`src/rtl/assert_macros.svh`:
```
// ----------------------------------------------------------------------------
// Assertion macros
// Shared concurrent assertion wrappers; empty when synthesising.
// ----------------------------------------------------------------------------
`ifndef ASSERT_MACROS_SVH
`define ASSERT_MACROS_SVH

`ifndef SYNTHESIS
// Checked on every rising edge outside reset
`define PPG_ASSERT(lbl, clk, rst_n, prop) \
  lbl: assert property (@(posedge clk) disable iff (!rst_n) prop) \
    else $error("ppg assertion failed");
// Checked on every rising edge, reset included
`define PPG_ASSERT_ALWAYS(lbl, clk, prop) \
  lbl: assert property (@(posedge clk) prop) \
    else $error("ppg assertion failed");
`else
`define PPG_ASSERT(lbl, clk, rst_n, prop)
`define PPG_ASSERT_ALWAYS(lbl, clk, prop)
`endif

`endif

```
`src/rtl/ppg_pkg.sv`:
```
// ----------------------------------------------------------------------------
// ppg_pkg
// Constants, coefficient tables and helpers for the piecewise GELU unit.
// ----------------------------------------------------------------------------
package ppg_pkg;

  localparam int DATA_WIDTH_DEF     = 16;
  localparam int COEF_FRAC_BITS_DEF = 20;
  localparam int TABLE_FRAC         = 30;
  localparam int HI_DEG             = 6;
  localparam int LO_DEG             = 3;
  localparam int CFG_IDX_W          = 2;

  // Register defaults in Q4.12
  localparam longint LOWER_BOUND_Q12 = -13853;
  localparam longint UPPER_BOUND_Q12 = 4308;
  localparam longint CUT_POINT_Q12   = -7987;

  typedef enum logic [CFG_IDX_W-1:0] {
    REG_LOWER_BOUND = 2'd0,
    REG_UPPER_BOUND = 2'd1,
    REG_CUT_POINT   = 2'd2
  } cfg_reg_t;

  // Coefficient sets with 30 fraction bits, lowest order first
  localparam longint LO_SET_Q30 [0:LO_DEG] = '{
    -64'sd542672468, -64'sd453404463, -64'sd126783279, -64'sd11847811
  };
  localparam longint HI_SET_Q30 [0:HI_DEG] = '{
    64'sd9155068, 64'sd536870912, 64'sd386900607, 64'sd0,
    -64'sd40467397, 64'sd0, 64'sd1939979
  };

  // Right shift, rounding half away from zero
  function automatic longint shr_round(longint v, int k);
    longint m;
    m = (v < 0) ? -v : v;
    if (k <= 0) begin
      return v;
    end
    m = (m + (64'sd1 <<< (k - 1))) >>> k;
    return (v < 0) ? -m : m;
  endfunction

  // Rescale a Q4.12 constant to xf fraction bits
  function automatic longint from_q12(longint v, int xf);
    longint r;
    r = v;
    if (xf >= 12) begin
      r = v <<< (xf - 12);
    end else begin
      r = shr_round(v, 12 - xf);
    end
    return r;
  endfunction

  function automatic longint hi_coef(int k, int frac);
    longint r;
    r = 0;
    if (k >= 0 && k <= HI_DEG) begin
      r = shr_round(HI_SET_Q30[k], TABLE_FRAC - frac);
    end
    return r;
  endfunction

  function automatic longint lo_coef(int k, int frac);
    longint r;
    r = 0;
    if (k >= 0 && k <= LO_DEG) begin
      r = shr_round(LO_SET_Q30[k], TABLE_FRAC - frac);
    end
    return r;
  endfunction

endpackage

```
`src/rtl/ppg_out.sv`:
```
// ----------------------------------------------------------------------------
// ppg_out
// Rescale the accumulator to the sample format, saturate and register.
// ----------------------------------------------------------------------------
module ppg_out #(
  parameter int DATA_WIDTH     = ppg_pkg::DATA_WIDTH_DEF,
  parameter int COEF_FRAC_BITS = ppg_pkg::COEF_FRAC_BITS_DEF
) (
  input  logic                              clk,
  input  logic                              rst_n,
  input  logic                              vld_i,
  output logic                              rdy_o,
  input  logic signed [COEF_FRAC_BITS+11:0] acc_i,
  input  logic                              upper_i,
  output logic                              out_valid,
  input  logic                              out_ready,
  output logic signed [DATA_WIDTH-1:0]      out_activation_out,
  output logic                              out_upper_segment
);
  import ppg_pkg::*;

  localparam int XF = DATA_WIDTH - 4;
  localparam int AW = COEF_FRAC_BITS + 12;
  localparam int YW = AW + XF + DATA_WIDTH;
  localparam logic signed [YW-1:0] YMAX = YW'((64'sd1 <<< (DATA_WIDTH - 1)) - 1);
  localparam logic signed [YW-1:0] YMIN = YW'(-(64'sd1 <<< (DATA_WIDTH - 1)));

  logic signed [YW-1:0]         y_wide;
  logic signed [DATA_WIDTH-1:0] y_sat;
  logic                         load;
  logic                         vld_r, vld_nxt;
  logic signed [DATA_WIDTH-1:0] y_r;
  logic                         upper_r;

  generate
    if (COEF_FRAC_BITS > XF) begin : g_shr
      localparam int SH = COEF_FRAC_BITS - XF;
      localparam logic [AW:0] HALF = (AW+1)'(1) << (SH - 1);
      logic signed [AW:0] biased;
      assign biased = (AW+1)'(acc_i) + HALF - {{AW{1'b0}}, acc_i[AW-1]};
      assign y_wide = YW'(biased >>> SH);
    end else begin : g_shl
      assign y_wide = YW'(acc_i) <<< (XF - COEF_FRAC_BITS);
    end
  endgenerate

  always_comb begin
    if (y_wide > YMAX) begin
      y_sat = YMAX[DATA_WIDTH-1:0];
    end else if (y_wide < YMIN) begin
      y_sat = YMIN[DATA_WIDTH-1:0];
    end else begin
      y_sat = y_wide[DATA_WIDTH-1:0];
    end
  end

  assign load    = !vld_r || out_ready;
  assign rdy_o   = load;
  assign vld_nxt = load ? vld_i : vld_r;

  always_ff @(posedge clk) begin
    if (!rst_n) begin
      vld_r <= 1'b0;
    end else begin
      vld_r <= vld_nxt;
    end
  end

  always_ff @(posedge clk) begin
    if (load && vld_i) begin
      y_r     <= y_sat;
      upper_r <= upper_i;
    end
  end

  assign out_valid          = vld_r;
  assign out_activation_out = y_r;
  assign out_upper_segment  = upper_r;

endmodule

```
`config.mk`:
```
export PLATFORM = sky130hd
export DESIGN_NAME = ppg_out
export DESIGN_NICKNAME = d
export VERILOG_FILES = /design/src/rtl/assert_macros.svh /design/src/rtl/ppg_pkg.sv /design/src/rtl/ppg_out.sv
export SDC_FILE = /design/constraint.sdc
export NUM_CORES = 1
export LEC_CHECK = 0
export ABC_AREA = 1
export BUFFER_PORTS_ARGS = -buffer_cell sky130_fd_sc_hd__buf_2
export CAP_MARGIN = 20
export CORE_ASPECT_RATIO = 2
export CORE_MARGIN = 1.5
export CORE_UTILIZATION = 45
export CTS_BUF_LIST = sky130_fd_sc_hd__clkbuf_8
export DETAILED_ROUTE_END_ITERATION = 16
export PLACE_DENSITY = 0.72
export SETUP_SLACK_MARGIN = 0.4
export SYNTH_ARGS = -nofsm -noshare
export SYNTH_HDL_FRONTEND = slang
export SYNTH_SLANG_ARGS = --single-unit
```
`constraint.sdc`:
```
create_clock -name clk -period 2.1 [get_ports clk]
set_input_delay 0.21 -clock clk [delete_from_list [all_inputs] [get_ports clk]]
set_output_delay 0.21 -clock clk [all_outputs]
set_load 0.005 [all_outputs]
```
======== After elaboration in Yosys (flattened, before gate mapping) ========
Cells that the tools add are included.
storage, ports and cells
  flip-flop bits (word level) ............. 18
  logic and storage cells ................. 11
  memory bits (writable) .................. 0
  memory bits (read-only) ................. 0
  memories ................................ 0
  latch bits .............................. 0
  input bits .............................. 37
cells by class
  shift-type cells ........................ 0
  bitwise logic cells ..................... 0
  reduce and logical (&&, ||, !) cells .... 3
  magnitude comparators ................... 2
  equality and inequality tests ........... 0
  divide/modulo/power cells ............... 0
  add/subtract/negate cells ............... 2
  muxes and demuxes ....................... 1
  $mul .................................... 0
operator list
  cell                     number
  $add A32 B9 Y33 const B  1
  $sub A33 B1 Y33          1
  $gt A25 B16 Y1 const B   1
  $lt A25 B16 Y1 const B   1
  $mux W16                 1
  $logic_and A1 B1 Y1      1
  $logic_not A1 Y1         1
  $logic_or A1 B1 Y1       1

======== Depth between registers and ports, before layout ========
Gate-level depths: netlist of run 1.
  depth after elaboration ................. 4
  depth in mapped cells ................... 19
  mapped depth without buffers ............ 18

======== Worst setup path before layout of run 1 ========
No wires, ideal clock.
  kind .................................... input -> register
  start ................................... input acc_i[17]
  end ..................................... register y_r[0], in the netlist out_activation_out[0], data pin
  slack ................................... 0.024 ns
  arrival time ............................ 1.824 ns
  required time ........................... 1.848 ns
  stages on the path ...................... 17
  path buffers ............................ 1
  cells stage by stage .................... inv_1 > ha_1 > nand2_2 > inv_1 > a21oi_1 > nor2_1 > nor2_2 > inv_1 > a21oi_1 > nand2_1 > nand2_1 > nand2_1 > nor2_1 > nand2_1 > nand2_2 > buf_6 > nand2_1
on the way
  longest elaborated chain between the ends .. 4
RTL lines
  item                  line           RTL
  from (decl)           ppg_out.sv:13  input logic signed [COEF_FRAC_BITS+11:0] acc_i,
  $add A32 B9 Y33 (*)   ppg_out.sv:40  assign biased = (AW+1)'(acc_i) + HALF - {{AW{1'b0}}, acc_i[AW-1]};
  $sub A33 B1 Y33 (*)   ppg_out.sv:40
  $lt A25 B16 Y1        ppg_out.sv:50  end else if (y_wide < YMIN) begin
  $mux W16              ppg_out.sv:50
  to (signal assigned)  ppg_out.sv:71  y_r <= y_sat;
  to (decl)             ppg_out.sv:32  logic signed [DATA_WIDTH-1:0] y_r;
Every way passes the cells marked *; elsewhere a longest branch is shown, timed or not.
A chain may end at the register's enable or synchronous reset.

======== Worst setup path after layout of run 1 ========
  start ................................... input acc_i[11]
  end ..................................... register y_r[14], in the netlist out_activation_out[14], data pin
The elaborated chain is that of the path after synthesis.

==> impl_summary.log, run 1 <==
INFO  metric status = complete, but fails checks
INFO  metric violations = negative setup slack
INFO  metric setup_violations = 13
INFO  metric die-height = 121 µm
INFO  metric mappedNetlistNets = 637
INFO  metric timing.critical_path.to_type = register
INFO  metric crit_fanout = 8
INFO  metric timing_hold_violations_final = 0
INFO  metric worst_slew_margin_rel = 0.736
INFO  metric synthesis.instances = 569
INFO  metric vias_per_cell = 5.00
INFO  metric cts.path.max_buffers = 2
INFO  metric fraction_of_layout_instances_using_a_drive_strength_above_1 = 0.534
INFO  metric cp_cell_sequence = buf_2, inv_1, ha_4, nand2_1, nand2_1, nand2_1, nand2_1, nand2_1, nand2_2, nand2_1, nand4_1, nand2_2, nor2_2, nand2_2, nor2_4, nand2_4, nand2_8, nand2_2
INFO  metric max-vdd-ir-drop = 0.191 mV
INFO  metric min_path_type = in -> reg
INFO  metric io-pin-count = 56
INFO  metric drc = 0
INFO  metric async_reset_ff_frac = 0
INFO  metric port_buffers = 55
INFO  metric fillcell_total = 536
INFO  metric initial_core_util = 0.458
INFO  metric count_of_tritonroute_iterations_in_the_first_routing_pass = 8
INFO  metric synth-edff-count = 17
INFO  metric critPathRequiredTime = 2120 ps
INFO  metric netlist.area_leader.share = 0.278
INFO  metric tritoncts_clock_tree = built
INFO  metric timing.reg2reg.setup_slack = 960 ps
INFO  metric timing.rr.start = out_valid$_SDFFE_PN0N_
INFO  metric critPathCapture = out_activation_out[14]$_SDFFCE_PN1P_
INFO  metric critical-path-top-cell-by-count = sky130_fd_sc_hd__nand2_1
INFO  metric clock.fmax = 0.470 GHz
INFO  metric timing.critical_path.arrival = 2150 ps
INFO  metric worstSkewPairLatency = 260 ps
INFO  metric horizontal_extent_of_the_die = 62.2 µm
INFO  metric p_total = 2.34 mW
INFO  metric syn_avg_cell_area = 5.55 µm²
INFO  metric critical-path-slowest-cell = sky130_fd_sc_hd__ha_4
INFO  metric finalWeightedCongestion = 1.04
INFO  metric yosysTopAreaCell = sky130_fd_sc_hd__nand2_1
INFO  metric n_antenna_cell = 0
INFO  metric setup_tns = -241 ps
INFO  metric final_cycle_share = 1.01
INFO  metric coreArea = 6890 µm²
INFO  metric p_leak = 2.91 nW
INFO  metric cp_slowest_stage_delay = 300 ps
INFO  metric critical_path_cell_count = 18
INFO  metric die_area = 7560 µm²
INFO  metric synth_cell_types = 27
INFO  metric dpl.cell_count = 780
INFO  metric slew_viol_final = 0
INFO  metric yosysWarnings = 0
INFO  metric first_global_vias = 3955
INFO  metric path_buf_inv = 2
INFO  metric tightestPinTransition = 394 ps
INFO  metric crit_type = in -> reg
INFO  metric critical_path.reg2reg.endpoint = out_activation_out[13]$_SDFFCE_PN1P_
INFO  metric ranking_of_synthesized_cells_by_area = sky130_fd_sc_hd__nand2_1 (28%), sky130_fd_sc_hd__inv_1 (17%), sky130_fd_sc_hd__edfxtp_1 (16%), sky130_fd_sc_hd__ha_1 (12%), sky130_fd_sc_hd__nor2_1 (4.0%)
INFO  metric main_synth_ff_type = sky130_fd_sc_hd__edfxtp_1
INFO  metric worst_setup_startpoint = acc_i[11]
INFO  metric nNetsFinal = 786
INFO  metric antenna_found_initial = 0
INFO  metric critPathTopFamily = simple AND/OR/NAND/NOR gates
INFO  metric fin_ws = -25.5 ps
INFO  metric cts_htree_levels = 1
INFO  metric post_synth_instance_area = 3160 µm²
INFO  metric timing.reg2reg.worst_path_depth = 2
INFO  metric grt_pass1_wl = 17100 µm
INFO  metric post_synthesis_sequential_element_count = 18
INFO  metric grt_usage = 0.284
INFO  metric ys_top_cells_by_count = sky130_fd_sc_hd__nand2_1 (234), sky130_fd_sc_hd__inv_1 (143), sky130_fd_sc_hd__nor2_1 (34), sky130_fd_sc_hd__ha_1 (31), sky130_fd_sc_hd__a21oi_1 (23)
INFO  metric route.antenna.remaining_nets = 0
INFO  metric detail_route.wl_per_cell = 14.4 µm
INFO  metric kind_of_start_point_of_the_critical_path = primary input
INFO  metric num_rows = 43
INFO  metric dr.first_iter.drc_count = 228
INFO  metric fin_cells = 807
INFO  metric post_layout_min_period = 2130 ps
INFO  metric yosysMostFrequentCell = sky130_fd_sc_hd__nand2_1
INFO  metric cts_buffers = 3
INFO  metric vias = 4035
INFO  metric cap_viol_max_count = 0
INFO  metric worst_hold_startpoint = upper_i
INFO  metric clk_skew = 0.743 ps
INFO  metric final_hpwl_from_detailed_placement = 8520 µm
INFO  metric grt_setup_unrepaired = true
INFO  metric syn_to_final_growth = 73.6%
INFO  metric synth-seq-area-share = 0.168
INFO  metric post-place-ws = -589 ps
INFO  metric cts.reportedPaths.clkPinSlew = 70 ps
INFO  metric clock-root-buffer = sky130_fd_sc_hd__clkbuf_8
INFO  metric tritoncts_num_sinks = 18
INFO  metric overflow_left_after_global_routing = 0
INFO  metric detail_route.wirelength = 11700 µm
INFO  metric cellPowerDensity = 427 nW/µm²
INFO  metric grt_max_degree = 18
==> per-stage QoR <==
| step | utilization | hold slack (ps) | area, µm² |
|---|---|---|---|
| after floorplan | - | 309 | 3550 |
| after global placement | 0.642 | 393 | 4420 |
| after detailed placement | 0.642 | 397 | 4420 |
| after CTS | 0.718 | 129 | 4940 |
| after global routing | 0.796 | 123 | 5480 |
| final | 0.796 | 127 | 5480 |
==> timing repair <==
action / in CTS / in global routing
cloned: 2 / 0
hold buffers: 0 / 0
endpoints found under the setup margin: 16 / 16
pin swaps: 48 / 91
buffers inserted: 12 / 9
gates resized for setup: 103 / 152
==> power breakdown <==
part / total [mW] / switching, mW / leakage, nW / internal (mW)
clock network: 0.291 / 0.124 / 0.0288 / 0.167
registers: 0.459 / 0.00950 / 0.172 / 0.450
logic: 1.59 / 0.889 / 2.71 / 0.702
==> kinds of logic (layout without fill, tap and decap cells) <==
family / Yosys count / in the layout / synth area share
simple gates: 322 / 324 / 0.425
buf+inv: 148 / 294 / 0.182
compound gates: 36 / 36 / 0.0630
fa+ha+maj: 31 / 31 / 0.123
flops: 18 / 18 / 0.168
xor+xnor: 14 / 14 / 0.0388
==> worst min path at each step <==
stage | to | cells after the start | slack, ps
floorplan | out_upper_segment$_DFFE_PP_ | 0 | 310
global route | out_upper_segment$_DFFE_PP_ | 1 | 120
finish | out_upper_segment$_DFFE_PP_ | 1 | 130
detailed placement | out_upper_segment$_DFFE_PP_ | 1 | 400
CTS | out_upper_segment$_DFFE_PP_ | 1 | 130
global placement | out_upper_segment$_DFFE_PP_ | 1 | 390
==> state kept, by name (all words and copies together), names as in the netlist <==
name,flops
out_upper_segment,1
out_activation_out,16
out_valid,1
==> layout make-up <==
cell class | count | area [µm²] | share of cell area
timing repair buffer | 144 | 1060 | 0.194
tap | 90 | 113 | 0.0205
sequential | 18 | 531 | 0.0968
clock buffer | 4 | 55.1 | 0.0100
inverter | 146 | 577 | 0.105
multi-input combinational | 405 | 3140 | 0.574
==> worst register-to-register path, cell delays in order, from the launching register on <==
cell	delay [ps]
sky130_fd_sc_hd__dfxtp_1	340
sky130_fd_sc_hd__a21oi_1	210
sky130_fd_sc_hd__buf_4	290
==> layer usage <==
| layer | part of all wire | up-vias | GRT usage | routed length, µm |
|---|---|---|---|---|
| met5 | 0 | - | 0 | 0 |
| met4 | 0.071 | 0 | 0.183 | 831 |
| met3 | 0.027 | 53 | 0.0130 | 315 |
| met2 | 0.57 | 150 | 0.588 | 6640 |
| met1 | 0.33 | 1829 | 0.258 | 3880 |
| li1 | - | 2003 | - | - |
==> layout by cell type, fill, tap and decap left out, drive strengths merged, types with 8 or more instances in the layout <==
cell and instances:
nand2 243, inv 145, buf 144, nor2 44, ha 31, nand3 25, a21oi 23, edfxtp 17
xor2 8, nor3 8
No activity file was read; power rests on OpenSTA's default activity.
==> run 2, diff against run 1 <==
- PLACE_DENSITY: 0.72 -> 0.69
- clock period: 2.1 -> 2.45 ns (I/O delays scaled with it)
==> impl_summary.log, run 2 (synthesis results as in run 1) <==
INFO  metric status = completed
INFO  metric multiInputGateArea = 2910 µm²
INFO  metric worst_hold_startpoint = upper_i
INFO  metric slew_viol_final = 0
INFO  metric clock-root-buffer = sky130_fd_sc_hd__clkbuf_8
INFO  metric cellPowerDensity = 355 nW/µm²
INFO  metric fin_area = 4790 µm²
INFO  metric tritoncts_num_sinks = 18
INFO  metric horizontal_extent_of_the_die = 62.2 µm
INFO  metric critPathTopFamily = simple AND/OR/NAND/NOR gates
INFO  metric largest_reg_flops = 16
INFO  metric initial_core_util = 0.458
INFO  metric timing.reg2reg.worst_path_depth = 2
INFO  metric die-height = 121 µm
INFO  metric clock.fmax = 0.467 GHz
INFO  metric final_common_cell = sky130_fd_sc_hd__nand2_1
INFO  metric overflow_left_after_global_routing = 0
INFO  metric timing.critical_path.arrival = 2140 ps
INFO  metric max-vdd-ir-drop = 0.147 mV
INFO  metric dpl.cell_count = 740
INFO  metric grt_max_degree = 18
INFO  metric final_hpwl_from_detailed_placement = 7870 µm
INFO  metric grt_pass1_wl = 15800 µm
INFO  metric worst_slew_margin_rel = 0.763
INFO  metric finalWeightedCongestion = 0.919
INFO  metric worstHoldPathCells = 1
INFO  metric clk_skew = 3.18 ps
INFO  metric min_path_type = in -> reg
INFO  metric tritoncts_clock_tree = built
INFO  metric timing_hold_violations_final = 0
INFO  metric critical_path_cell_count = 17
INFO  metric layout.area.seq = 531 µm²
INFO  metric final_cycle_share = 0.873
INFO  metric crit_fanout = 8
INFO  metric cp_cell_sequence = buf_4, inv_2, ha_4, nand2_4, nand2_4, a21oi_4, nor2_2, nor2_2, inv_2, a21oi_4, nand2_2, nand2_2, nand2_4, nor2_2, nand2_2, nand2_4, nand2_2
INFO  metric worstSkewPairLatency = 240 ps
INFO  metric syn_to_final_growth = 51.7%
INFO  metric route.antenna.remaining_nets = 0
INFO  metric cts_htree_levels = 1
INFO  metric setup_violations = 0
INFO  metric layout.cells.most_common_list = sky130_fd_sc_hd__nand2_1 (160), sky130_fd_sc_hd__inv_1 (125), sky130_fd_sc_hd__nand2_2 (66)
INFO  metric post_layout_min_period = 2140 ps
INFO  metric setup_tns = 0 ps
INFO  metric timing.rr.start = out_valid$_SDFFE_PN0N_
INFO  metric tightestPinTransition = 354 ps
INFO  metric fin_cells = 761
INFO  metric detailed_place.area = 3930 µm²
INFO  metric finish.utilization = 0.695
INFO  metric crit_type = in -> reg
INFO  metric cts.path.max_buffers = 2
INFO  metric first_global_vias = 3720
INFO  metric coreArea = 6890 µm²
INFO  metric die_area = 7560 µm²
INFO  metric port_buffers = 55
INFO  metric path_buf_inv = 3
INFO  metric vias = 3722
INFO  metric n_antenna_cell = 0
INFO  metric kind_of_start_point_of_the_critical_path = primary input
INFO  metric grt_setup_unrepaired = true
INFO  metric detail_route.wirelength = 9930 µm
INFO  metric fraction_of_layout_instances_using_a_drive_strength_above_1 = 0.431
INFO  metric dr.first_iter.drc_count = 126
INFO  metric drc = 0
INFO  metric timing.critical_path.to_type = register
INFO  metric worst_setup_startpoint = acc_i[16]
INFO  metric detail_route.wl_per_cell = 13.0 µm
INFO  metric cts.reportedPaths.clkPinSlew = 70 ps
INFO  metric num_rows = 43
INFO  metric cap_viol_max_count = 0
INFO  metric fillcell_total = 634
INFO  metric io-pin-count = 56
INFO  metric critPathRequiredTime = 2450 ps
INFO  metric nNetsFinal = 740
INFO  metric p_leak = 2.55 nW
INFO  metric grt_usage = 0.257
INFO  metric critical-path-slowest-cell = sky130_fd_sc_hd__ha_4
INFO  metric vias_per_cell = 4.89
INFO  metric cp_slowest_stage_delay = 280 ps
INFO  metric count_of_tritonroute_iterations_in_the_first_routing_pass = 4
INFO  metric antenna_found_initial = 0
INFO  metric cts_buffers = 3
run 2: changes by cell type in the layout (fill, tap and decap cells not counted), moves of 12 or more:
cell,change
sky130_fd_sc_hd__buf_4,-41
sky130_fd_sc_hd__nand2_4,-14
sky130_fd_sc_hd__nand2_1,+24
sky130_fd_sc_hd__nor2_4,-12
sky130_fd_sc_hd__inv_1,+16
run 2: final cells by class:
type	instances	area share
inverter	146	0.115
timing repair buffer	98	0.134
sequential	18	0.111
tap	90	0.0235
clock buffer	3	0.00862
multi-input combinational	405	0.607
clock inverter	1	0.000784
run 2: final timing paths:
check	to	slack, ps
setup / recovery	out_activation_out[13]$_SDFFCE_PN1P_	310
hold / removal	out_upper_segment$_DFFE_PP_	180
setup reg to reg	out_activation_out[13]$_SDFFCE_PN1P_	1420
hold reg to reg	out_valid$_SDFFE_PN0N_	520
run 2: repair_timing:
| action | CTS | global route |
|---|---|---|
| buffers inserted | 9 | 6 |
| pin swaps | 20 | 57 |
| hold buffers | 0 | 0 |
| gates resized for setup | 79 | 109 |
| gates cloned | 2 | 0 |
| endpoints found under the setup margin | 15 | 15 |
run 2: report_power, final:
group / switching, mW / total (mW) / leakage [nW] / internal (mW)
Clock: 0.0901 / 0.201 / 0.0231 / 0.111
Combinational: 0.641 / 1.11 / 2.36 / 0.468
Sequential: 0.00693 / 0.392 / 0.172 / 0.385
run 2: routing by layer:
| metal | vias to the layer above | routed length, µm | global-route usage |
|---|---|---|---|
| met2 | 110 | 5590 | 0.531 |
| met4 | 0 | 739 | 0.168 |
| met5 | - | 0 | 0 |
| met1 | 1656 | 3320 | 0.235 |
| met3 | 52 | 275 | 0.0121 |
| li1 | 1904 | - | - |
run 2: metrics by stage:
| step | power (mW) | setup WS, ps | hold WS [ps] |
|---|---|---|---|
| after floorplan | 0.960 | 402 | 344 |
| after global placement | 1.22 | -127 | 428 |
| after detailed placement | 1.23 | -208 | 432 |
| after CTS | 1.55 | 352 | 179 |
| after global routing | 1.82 | 191 | 172 |
| final | 1.70 | 311 | 177 |
==> run 3, diff against run 2 <==
--- a/config.mk
+++ b/config.mk
@@ -9,3 +9,3 @@
 export BUFFER_PORTS_ARGS = -buffer_cell sky130_fd_sc_hd__buf_2
-export CAP_MARGIN = 20
+export CAP_MARGIN = 10
 export CORE_ASPECT_RATIO = 2
@@ -13,3 +13,3 @@
 export CORE_UTILIZATION = 45
-export CTS_BUF_LIST = sky130_fd_sc_hd__clkbuf_8
+export CTS_BUF_LIST = sky130_fd_sc_hd__clkbuf_4
 export DETAILED_ROUTE_END_ITERATION = 16
==> constraint.sdc (replaced) <==
create_clock -name clk -period 2.45 [get_ports clk]
set_input_delay 0.735 -clock clk [delete_from_list [all_inputs] [get_ports clk]]
set_output_delay 0.735 -clock clk [all_outputs]
set_load 0.005 [all_outputs]
==> impl_summary.log, run 3 (synthesis results as in run 1) <==
INFO  metric count_of_tritonroute_iterations_in_the_first_routing_pass = 5
INFO  metric io-pin-count = 56
INFO  metric num_rows = 43
INFO  metric cts_hold_buffers = 0
INFO  metric final_cycle_share = 1.09
INFO  metric timing.reg2reg.setup_slack = 1400 ps
INFO  metric tritoncts_num_sinks = 18
INFO  metric swShare = 0.435
INFO  metric kind_of_start_point_of_the_critical_path = primary input
INFO  metric largest_reg_flops = 16
INFO  metric timing_hold_violations_final = 0
INFO  metric clock.fmax = 0.374 GHz
INFO  metric die_area = 7560 µm²
INFO  metric timing.reg2reg.worst_path_depth = 2
INFO  metric grt_pass1_wl = 16100 µm
INFO  metric post_layout_min_period = 2670 ps
INFO  metric clk_skew = 9.14 ps
INFO  metric worstHoldPathCells = 2
INFO  metric post-place-ws = -627 ps
INFO  metric cap_viol_max_count = 0
INFO  metric dr.first_iter.drc_count = 219
INFO  metric p_total = 1.83 mW
INFO  metric clock-root-buffer = sky130_fd_sc_hd__clkbuf_4
INFO  metric detail_route.wl_per_cell = 13.4 µm
INFO  metric hold_ws = 532 ps
INFO  metric sequential_power_share = 0.214
INFO  metric cts_buffers = 3
INFO  metric final_common_cell = sky130_fd_sc_hd__nand2_1
INFO  metric cts.path.max_buffers = 2
INFO  metric power.net_switching = 0.796 mW
INFO  metric status = complete, but fails checks
INFO  metric p_leak = 2.83 nW
INFO  metric layout.cells.most_common_list = sky130_fd_sc_hd__nand2_1 (154), sky130_fd_sc_hd__inv_1 (124), sky130_fd_sc_hd__buf_4 (95)
INFO  metric cellPowerDensity = 351 nW/µm²
INFO  metric violations = negative setup slack
INFO  metric grt_usage = 0.269
INFO  metric clockPowerShare = 0.091
INFO  metric fraction_of_layout_instances_using_a_drive_strength_above_1 = 0.484
INFO  metric critical_path.reg2reg.endpoint = out_activation_out[2]$_SDFFCE_PN1P_
INFO  metric die-height = 121 µm
INFO  metric layout.area.seq = 531 µm²
INFO  metric detail_route.wirelength = 10900 µm
INFO  metric worstSkewPairLatency = 300 ps
INFO  metric timing.critical_path.arrival = 2730 ps
INFO  metric finish.utilization = 0.756
INFO  metric tightestPinTransition = 346 ps
INFO  metric fillcell_total = 565
INFO  metric horizontal_extent_of_the_die = 62.2 µm
INFO  metric timing.critical_path.to_type = register
INFO  metric highest_signal_layer = met4
INFO  metric min_path_type = reg -> reg
INFO  metric worst_hold_endpoint = out_valid$_SDFFE_PN0N_
INFO  metric n_antenna_cell = 0
INFO  metric port_buffers = 55
INFO  metric worst_slew_margin_rel = 0.768
INFO  metric internal_power = 1.03 mW
INFO  metric route.antenna.remaining_nets = 0
INFO  metric overflow_left_after_global_routing = 0
INFO  metric initial_core_util = 0.458
INFO  metric fin_ws = -222 ps
INFO  metric nNetsFinal = 792
INFO  metric route.met3.wl = 279 µm
INFO  metric final_hpwl_from_detailed_placement = 8490 µm
INFO  metric tritoncts_clock_tree = built
INFO  metric max-vdd-ir-drop = 0.147 mV
INFO  metric antenna_found_initial = 0
INFO  metric setup_violations = 15
INFO  metric first_global_vias = 3738
INFO  metric met2_wirelength = 6090 µm
INFO  metric finalWeightedCongestion = 1.00
INFO  metric multiInputGateArea = 2930 µm²
INFO  metric vias_per_cell = 4.86
INFO  metric grt_setup_unrepaired = true
INFO  metric grt_max_degree = 18
INFO  metric critPathRequiredTime = 2510 ps
INFO  metric worst_hold_startpoint = out_valid$_SDFFE_PN0N_
INFO  metric cts_htree_levels = 1
INFO  metric setup_tns = -2920 ps
INFO  metric slew_viol_final = 0
INFO  metric crit_fanout = 8
INFO  metric crit_type = in -> reg
INFO  metric power.share.combinational = 0.695
INFO  metric timing.rr.start = out_valid$_SDFFE_PN0N_
INFO  metric syn_to_final_growth = 64.8%
INFO  metric wl_met1 = 3710 µm
INFO  metric vias = 3950
INFO  metric cts.reportedPaths.clkPinSlew = 90 ps
INFO  metric coreArea = 6890 µm²
INFO  metric drc = 0
## run 3: metrics by stage
stage          instance area, µm²  std cells
2_1_floorplan                3550        569
6_report                     5200        813
4_1_cts                      4800        801
3_5_place_dp                 4490        789
5_1_grt                      5200        813
3_3_place_gp                 4490        789
## run 3: final cells by class
| class | count | share of cell area |
|---|---|---|
| Multi-Input combinational cell | 405 | 0.562 |
| Timing Repair Buffer | 150 | 0.201 |
| Tap cell | 90 | 0.0216 |
| Sequential cell | 18 | 0.102 |
| Inverter | 146 | 0.108 |
| Clock buffer | 4 | 0.00577 |
## run 3: critical path: stages
cell and delay [ps]:
sky130_fd_sc_hd__buf_6 100, sky130_fd_sc_hd__buf_6 110, sky130_fd_sc_hd__ha_4 270, sky130_fd_sc_hd__nand2_4 120, sky130_fd_sc_hd__inv_2 50, sky130_fd_sc_hd__nand2_2 80
sky130_fd_sc_hd__nand2_2 70, sky130_fd_sc_hd__nand2_2 60, sky130_fd_sc_hd__nand2_2 70, sky130_fd_sc_hd__a21oi_2 140, sky130_fd_sc_hd__buf_4 130, sky130_fd_sc_hd__nand2_1 40
sky130_fd_sc_hd__nand2_1 80, sky130_fd_sc_hd__nand4_1 160, sky130_fd_sc_hd__nor2_2 160, sky130_fd_sc_hd__nand2_2 120, sky130_fd_sc_hd__nand2_4 170, sky130_fd_sc_hd__nand2_1 60
## run 3: layer usage
layer  global-route usage  vias to the layer above
met4                0.193                        0
met1                0.239                     1766
met2                0.558                      121
li1                     -                     2008
met5                    0                        -
met3              0.00928                       55
## run 3: what timing repair did
action                     in CTS  in global routing
gates resized for setup        69                 94
setup endpoints to repair      16                 16
pin swaps                      33                 60
gates cloned                    2                  0
setup buffers                   6                 12
## run 3: worst max path at each step
stage,from,endpoint,slack (ps),depth (start not counted)
finish,acc_i[13],out_activation_out[1]$_SDFFCE_PN1P_,-220,18
global route,acc_i[13],out_activation_out[7]$_SDFFCE_PN1P_,-250,19
CTS,acc_i[13],out_activation_out[2]$_SDFFCE_PN1P_,-90,18
detailed placement,acc_i[13],out_activation_out[13]$_SDFFCE_PN1P_,-630,20
global placement,acc_i[13],out_activation_out[12]$_SDFFCE_PN1P_,-540,20
floorplan,acc_i[10],out_activation_out[0]$_SDFFCE_PN1P_,-50,18
## run 3: power by group through the flow
stage | Clock (mW) | Sequential, mW | Combinational (mW)
floorplan | 0 | 0.406 | 0.593
global placement | 0 | 0.399 | 0.976
detailed placement | 0 | 0.399 | 0.995
CTS | 0.172 | 0.392 | 1.10
global route | 0.183 | 0.394 | 1.38
finish | 0.166 | 0.392 | 1.27
